$ cat src/design/srrq_pkg.sv
package srrq_pkg;

  localparam int QUEUE_DEPTH_DEF = 16;
  localparam int PAYLOAD_BYTES   = 8;
  localparam int WORD_W          = 8 * PAYLOAD_BYTES;
  localparam int KEY_W           = 48;
  localparam int POS_W           = 4;

  localparam logic [7:0]       SYNC_RESET = 8'hFF;
  localparam logic [POS_W-1:0] POS_HUNT   = 4'd0;
  localparam logic [POS_W-1:0] POS_CHECK  = 4'd9;

  localparam logic OP_BYTE = 1'b0;
  localparam logic OP_SEND = 1'b1;

  typedef enum logic [2:0] {
    ST_TAKEN    = 3'd0,
    ST_QUEUED   = 3'd1,
    ST_BADCHECK = 3'd2,
    ST_FULL     = 3'd3,
    ST_SENT     = 3'd4,
    ST_EMPTY    = 3'd5,
    ST_BUSY     = 3'd6
  } status_t;

  // framer verdict for the current byte
  typedef struct packed {
    logic check_pos;
    logic check_ok;
  } frame_res_t;

  // request metadata waiting for the report memory read
  typedef struct packed {
    status_t status;
    logic    report_valid;
    logic    wake;
  } meta_t;

endpackage

$ cat src/design/srrq_framer.sv
module srrq_framer (
  input  logic                        clk,
  input  logic                        rst_n,
  input  logic                        byte_en,
  input  logic [7:0]                  rx_byte,
  input  logic [7:0]                  sync_value,
  output srrq_pkg::frame_res_t        res,
  output logic [srrq_pkg::WORD_W-1:0] word
);

  logic [srrq_pkg::POS_W-1:0] pos_r, pos_nxt;
  logic [7:0]                 xor_r, xor_nxt;
  logic [7:0]                 payload_r [srrq_pkg::PAYLOAD_BYTES];

  always_ff @(posedge clk) begin
    if (!rst_n) begin
      pos_r <= srrq_pkg::POS_HUNT;
      xor_r <= '0;
    end else begin
      pos_r <= pos_nxt;
      xor_r <= xor_nxt;
    end
  end

  always_ff @(posedge clk) begin
    for (int i = 0; i < srrq_pkg::PAYLOAD_BYTES; i++) begin
      if (byte_en && pos_r == srrq_pkg::POS_W'(i + 1)) begin
        payload_r[i] <= rx_byte;
      end
    end
  end

  always_comb begin
    pos_nxt       = pos_r;
    xor_nxt       = xor_r;
    res.check_pos = byte_en && (pos_r >= srrq_pkg::POS_CHECK);
    res.check_ok  = (xor_r == rx_byte);
    if (byte_en) begin
      if (pos_r == srrq_pkg::POS_HUNT) begin
        if (rx_byte == sync_value) begin
          pos_nxt = srrq_pkg::POS_HUNT + srrq_pkg::POS_W'(1);
          xor_nxt = '0;
        end
      end else if (pos_r < srrq_pkg::POS_CHECK) begin
        pos_nxt = pos_r + srrq_pkg::POS_W'(1);
        xor_nxt = xor_r ^ rx_byte;
      end else begin
        pos_nxt = srrq_pkg::POS_HUNT;
      end
    end
  end

  // byte 1 in the low bits
  always_comb begin
    for (int i = 0; i < srrq_pkg::PAYLOAD_BYTES; i++) begin
      word[8*i +: 8] = payload_r[i];
    end
  end

endmodule

$ cat src/design/srrq_mem.sv
module srrq_mem #(
  parameter int DEPTH  = srrq_pkg::QUEUE_DEPTH_DEF,
  parameter int ADDR_W = 4
) (
  input  logic                        clk,
  input  logic                        wr_en,
  input  logic [ADDR_W-1:0]           wr_addr,
  input  logic [srrq_pkg::WORD_W-1:0] wr_data,
  input  logic                        rd_en,
  input  logic [ADDR_W-1:0]           rd_addr,
  output logic [srrq_pkg::WORD_W-1:0] rd_data
);

  logic [srrq_pkg::WORD_W-1:0] mem [DEPTH];
  logic [srrq_pkg::WORD_W-1:0] rd_data_r;

  always_ff @(posedge clk) begin
    if (wr_en) begin
      mem[wr_addr] <= wr_data;
    end
  end

  always_ff @(posedge clk) begin
    if (rd_en) begin
      rd_data_r <= mem[rd_addr];
    end
  end

  assign rd_data = rd_data_r;

endmodule

$ cat src/design/sync_frame_receiver_report_queue.sv
// Throughput: one request per cycle; the report memory read and the output
// register form a two-deep pipeline that stalls only on out_ready.
// Reset (synchronous, rst_n low): framer hunts for sync, queue indices zero,
// sync value 0xFF, pipeline empty. Report memory contents are not cleared.
module sync_frame_receiver_report_queue #(
  parameter int QUEUE_DEPTH = srrq_pkg::QUEUE_DEPTH_DEF
) (
  input  logic                       clk,
  input  logic                       rst_n,
  input  logic                       cfg_we,
  input  logic [7:0]                 cfg_wdata,
  input  logic                       in_valid,
  output logic                       in_ready,
  input  logic                       in_operation,
  input  logic [7:0]                 in_rx_byte,
  input  logic                       in_host_ready,
  input  logic                       in_host_suspended,
  output logic                       out_valid,
  input  logic                       out_ready,
  output logic [2:0]                 out_status,
  output logic                       out_report_valid,
  output logic [7:0]                 out_modifier_bits,
  output logic [srrq_pkg::KEY_W-1:0] out_key_codes,
  output logic                       out_wake_request
);

  localparam int IDX_W  = $clog2(QUEUE_DEPTH + 1);
  localparam int ADDR_W = (QUEUE_DEPTH > 1) ? $clog2(QUEUE_DEPTH) : 1;

  logic [7:0]       sync_value_r;
  logic [IDX_W-1:0] wr_idx_r, wr_idx_nxt;
  logic [IDX_W-1:0] rd_idx_r, rd_idx_nxt;
  logic [IDX_W-1:0] rd_idx_inc;

  logic                        accept;
  logic                        byte_en;
  srrq_pkg::frame_res_t        fres;
  logic [srrq_pkg::WORD_W-1:0] frame_word;

  logic                        mem_we;
  logic                        mem_re;
  logic [srrq_pkg::WORD_W-1:0] mem_rd_data;

  srrq_pkg::meta_t s1_nxt;
  srrq_pkg::meta_t s1_r;
  logic            s1_valid_r;
  logic            s1_adv;

  logic                       out_valid_r;
  srrq_pkg::status_t          out_status_r;
  logic                       out_report_valid_r;
  logic [7:0]                 out_modifier_bits_r;
  logic [srrq_pkg::KEY_W-1:0] out_key_codes_r;
  logic                       out_wake_request_r;

  assign s1_adv   = s1_valid_r && (!out_valid_r || out_ready);
  assign in_ready = !s1_valid_r || s1_adv;
  assign accept   = in_valid && in_ready;
  assign byte_en  = accept && (in_operation == srrq_pkg::OP_BYTE);

  always_ff @(posedge clk) begin
    if (!rst_n) begin
      sync_value_r <= srrq_pkg::SYNC_RESET;
    end else if (cfg_we) begin
      sync_value_r <= cfg_wdata;
    end
  end

  srrq_framer u_framer (
    .clk        (clk),
    .rst_n      (rst_n),
    .byte_en    (byte_en),
    .rx_byte    (in_rx_byte),
    .sync_value (sync_value_r),
    .res        (fres),
    .word       (frame_word)
  );

  srrq_mem #(
    .DEPTH  (QUEUE_DEPTH),
    .ADDR_W (ADDR_W)
  ) u_mem (
    .clk     (clk),
    .wr_en   (mem_we),
    .wr_addr (wr_idx_r[ADDR_W-1:0]),
    .wr_data (frame_word),
    .rd_en   (mem_re),
    .rd_addr (rd_idx_r[ADDR_W-1:0]),
    .rd_data (mem_rd_data)
  );

  assign rd_idx_inc = rd_idx_r + IDX_W'(1);

  always_comb begin
    wr_idx_nxt          = wr_idx_r;
    rd_idx_nxt          = rd_idx_r;
    mem_we              = 1'b0;
    mem_re              = 1'b0;
    s1_nxt.status       = srrq_pkg::ST_TAKEN;
    s1_nxt.report_valid = 1'b0;
    s1_nxt.wake         = 1'b0;
    if (accept) begin
      if (in_operation == srrq_pkg::OP_BYTE) begin
        if (fres.check_pos) begin
          if (!fres.check_ok) begin
            s1_nxt.status = srrq_pkg::ST_BADCHECK;
          end else if (wr_idx_r >= IDX_W'(QUEUE_DEPTH)) begin
            s1_nxt.status = srrq_pkg::ST_FULL;
          end else begin
            mem_we        = 1'b1;
            wr_idx_nxt    = wr_idx_r + IDX_W'(1);
            s1_nxt.status = srrq_pkg::ST_QUEUED;
          end
        end
      end else if (wr_idx_r == '0) begin
        s1_nxt.status = srrq_pkg::ST_EMPTY;
      end else begin
        s1_nxt.wake = in_host_suspended;
        if (!in_host_ready) begin
          s1_nxt.status = srrq_pkg::ST_BUSY;
        end else begin
          mem_re              = 1'b1;
          s1_nxt.status       = srrq_pkg::ST_SENT;
          s1_nxt.report_valid = 1'b1;
          // queue drained: start over at entry zero
          if (rd_idx_inc == wr_idx_r) begin
            rd_idx_nxt = '0;
            wr_idx_nxt = '0;
          end else begin
            rd_idx_nxt = rd_idx_inc;
          end
        end
      end
    end
  end

  always_ff @(posedge clk) begin
    if (!rst_n) begin
      wr_idx_r   <= '0;
      rd_idx_r   <= '0;
      s1_valid_r <= 1'b0;
    end else begin
      wr_idx_r <= wr_idx_nxt;
      rd_idx_r <= rd_idx_nxt;
      if (accept) begin
        s1_valid_r <= 1'b1;
      end else if (s1_adv) begin
        s1_valid_r <= 1'b0;
      end
    end
  end

  always_ff @(posedge clk) begin
    if (accept) begin
      s1_r <= s1_nxt;
    end
  end

  always_ff @(posedge clk) begin
    if (!rst_n) begin
      out_valid_r <= 1'b0;
    end else if (s1_adv) begin
      out_valid_r <= 1'b1;
    end else if (out_ready) begin
      out_valid_r <= 1'b0;
    end
  end

  always_ff @(posedge clk) begin
    if (s1_adv) begin
      out_status_r       <= s1_r.status;
      out_report_valid_r <= s1_r.report_valid;
      out_wake_request_r <= s1_r.wake;
      if (s1_r.report_valid) begin
        out_modifier_bits_r <= mem_rd_data[7:0];
        out_key_codes_r     <= mem_rd_data[srrq_pkg::WORD_W-1:16];
      end else begin
        out_modifier_bits_r <= '0;
        out_key_codes_r     <= '0;
      end
    end
  end

  assign out_valid         = out_valid_r;
  assign out_status        = out_status_r;
  assign out_report_valid  = out_report_valid_r;
  assign out_modifier_bits = out_modifier_bits_r;
  assign out_key_codes     = out_key_codes_r;
  assign out_wake_request  = out_wake_request_r;

endmodule

$ cat config.mk
export PLATFORM = sky130hd
export DESIGN_NAME = sync_frame_receiver_report_queue
export DESIGN_NICKNAME = d
export VERILOG_FILES = /design/src/design/srrq_pkg.sv /design/src/design/srrq_framer.sv /design/src/design/srrq_mem.sv /design/src/design/sync_frame_receiver_report_queue.sv
export SDC_FILE = /design/constraint.sdc
export NUM_CORES = 1
export LEC_CHECK = 0
export ABC_AREA = 0
export BUFFER_PORTS_ARGS = -buffer_cell sky130_fd_sc_hd__buf_2
export CAP_MARGIN = 10
export CORE_AREA = 2 2 292 294
export CTS_BUF_LIST = sky130_fd_sc_hd__clkbuf_16
export CTS_CLUSTER_SIZE = 14
export DETAILED_ROUTE_END_ITERATION = 8
export DIE_AREA = 0 0 294 296
export PLACE_DENSITY = 0.77
export SLEW_MARGIN = 20
export SYNTH_ARGS = -nofsm -noshare
export SYNTH_HDL_FRONTEND = slang
export SYNTH_SLANG_ARGS = --single-unit
export TNS_END_PERCENT = 10
$ cat constraint.sdc
create_clock -name clk -period 10.9 [get_ports clk]
set_clock_uncertainty 0.15 [all_clocks]
set_input_delay 1.635 -clock clk [delete_from_list [all_inputs] [get_ports clk]]
set_output_delay 1.635 -clock clk [all_outputs]
set_load 0.005 [all_outputs]
==> flow_summary.toml <==
[status]
outcome = "finished, final reports clean"

[timing]
fin_crit_ps = 4920
fin_crit_sh_pct = 45.14
setup_violations = 0
maxSlewHeadroom_pct = 27.90
finalHoldViolCount = 0
rsz0062_at_grt = "false"
fmax_mhz = 203.3
worst_pin_slew_ps = 1081
drv_slew = 0
tns_ps = 0
hold_ws_ps = 281.9

[setup_path]
critPathKind = "in2reg"
rrSetupSlack_ps = 6540
worstSetupEndpointType = "flip-flop"
start_kind = "input port"
cp.required_ps = 11040
crit_arrival_ps = 5060
critPathMaxFanout = 39

[synth]
synth_nets = 1784
synth_cell_type_count = 51
yosysMostFrequentCell = "edfxtp_1"
ys_ff_latch = 1106
syn_avg_cell_area_um2 = 23.72
yosys_most_used_dff = "edfxtp_1"
ys_seq_area_share_pct = 79.23
async_flop_share_pct = 0
yosys_warnings = 0
synth_area_um2 = 41510
ys_top_cells_by_area = "edfxtp_1 (78%), mux4_2 (15%), dfxtp_1 (1.5%)"
synth_largest_area_cell = "edfxtp_1"
netlist.area_leader.share_pct = 77.69
syn_inst = 1750
synth_edf_count = 1074
synth_common_cells = "edfxtp_1 (1074), mux4_2 (268), and2_1 (64)"

[pwr]
cellLeakagePower_nw = 14.32
ir_drop_mv = 0.1243
powerDensity_nw_per_um2 = 175.6

[routing]
viasPerCell = 6.210
drtIter0Drc = 2305
num_vias = 19082
ant_nets = 0
drtPass1Iterations = 5
wl_per_cell_um = 29.82
routed_wl_um = 91650
drc = 0

[floorplanning]
ioPinCount = 87
die_y_um = 296
core_um2 = 84210
num_rows = 107
die_w_um = 294
initial_utilization_pct = 49.30
dieArea_um2 = 87020

[cts]
clk_latency_ps = 690
cts_resized = 0
htreeDepth = 3
cts_buffers = 104
cts_sinks = 1106
cts_buffer_depth = 3
cts_hold_buf = 0
cts_root_buf = "clkbuf_16"
post_cts_buffers = 0
path_clk_slew_ps = 60
cts_tree = "yes"

[worst_hold_path]
hp-class = "reg2reg"

[placement]
place_congestion = 0.8028
dp.cells = 2876
hpwl_um = 45920
place.port_buffers = 86

[global_routing]
grt_pass1_vias = 19707
overflow = 0
grt_pass1_wl_um = 134000
antenna_found_initial = 2
gr-usage-all-layers_pct = 21.28
grt_max_degree = 79

[job]
maxCapViolCount = 0

[final_layout]
area_growth_pct = 12.18
fillCellCount = 5905
fin_util_pct = 55.31
drive_gt1_share_pct = 28.20
layout.nets = 1927
stdcell_count = 3073
[power by group]
| part | internal (mW) | total, mW | switching [mW] |
|---|---|---|---|
| clock network | 1.96 | 3.51 | 1.55 |
| registers | 4.61 | 4.62 | 0.00739 |
| logic | 0.0172 | 0.0509 | 0.0337 |
| total | 6.58 | 8.18 | 1.60 |
[critical path, cell delays in order]
cell	delay (ps)
buf_2	390
xnor2_1	220
nand4_1	280
nor4_4	670
nand2_1	390
nor2_4	670
buf_4	760
[flip-flops by register name, summed over array words and instances, names as in the netlist]
| name | flops |
|---|---|
| u_mem.mem | 896 |
| rd_idx_r | 5 |
| out_status | 3 |
| s1_valid_r | 1 |
| sync_value_r | 8 |
| u_framer.xor_r | 8 |
| out_modifier_bits | 8 |
| out_report_valid | 1 |
| out_valid | 1 |
| u_framer.pos_r | 4 |
| u_framer.payload_r | 56 |
| s1_r | 5 |
| out_key_codes | 48 |
| out_wake_request | 1 |
| u_mem.rd_data | 56 |
| wr_idx_r | 5 |
[per-stage QoR]
stage	worst slack, ps	total power, mW	instance area, µm²
floorplan	3860	4.728	41510
global placement	5352	4.758	43220
detailed placement	5097	4.759	43220
CTS	5656	8.233	46520
global route	5857	8.384	46570
finish	5980	8.177	46570
[per-layer routing]
| layer | track usage (%) | wire, µm | share of wire (%) |
|---|---|---|---|
| met1 | 28.73 | 35080 | 38 |
| met2 | 35.69 | 46730 | 51 |
| met3 | 4.055 | 7676 | 8.4 |
| met4 | 6.234 | 2150 | 2.3 |
| met5 | 0 | 13 | 0.014 |
[area by class of cell]
cell class	count	area, µm²	share of cell area, %
Antenna cell	1	2.502	0.005373
Multi-Input combinational cell	546	8222	17.65
Inverter	15	56.30	0.1209
Tap cell	1090	1364	2.928
Sequential cell	1106	32910	70.66
Clock buffer	106	2653	5.696
Clock inverter	89	648.1	1.392
Timing Repair Buffer	120	720.7	1.547
[path summary, 6_finish.rpt]
kind	startpoint	endpoint	depth (start not counted)
max	in_rx_byte[2]	u_mem.mem[13][26]	7
min	s1_r[3]	out_status[1]	0
max reg2reg	u_framer.pos_r[0]	u_mem.mem[13][26]	8
min reg2reg	s1_r[3]	out_status[1]	0
[cells in the final DEF, fill, tap and decap left out, types with 5 or more instances in the layout]
master and count:
o22ai_1 5, bufinv_16 8, mux4_1 12, o211ai_1 11
buf_4 29, nor2b_1 5, mux4_2 268, nor2_1 11
buf_2 86, dfxtp_1 28, nor2_4 12, nand3b_1 18
and2_1 63, clkinv_1 37, mux2i_1 8, nand3_1 15
inv_1 32, edfxtp_1 1074, clkinv_2 14, clkbuf_16 106
ha_1 10, nand2_1 30, nor4_1 5, a21oi_1 10
xnor2_1 9, xor2_1 11
[cell families (layout without fill, tap and decap cells)]
logic type	Yosys count	after routing	share of synthesized area [%]
AO/OA/AOI/OAI	45	45	0.7866
XOR/XNOR	20	20	0.4219
adder cells (fa/ha/maj)	10	10	0.3014
buffers and inverters	98	330	1.275
flip-flops	1106	1106	79.23
multiplexers	288	288	15.49
other	0	1	0
AND/OR/NAND/NOR	183	183	2.495
No activity file was read; power rests on OpenSTA's default activity.
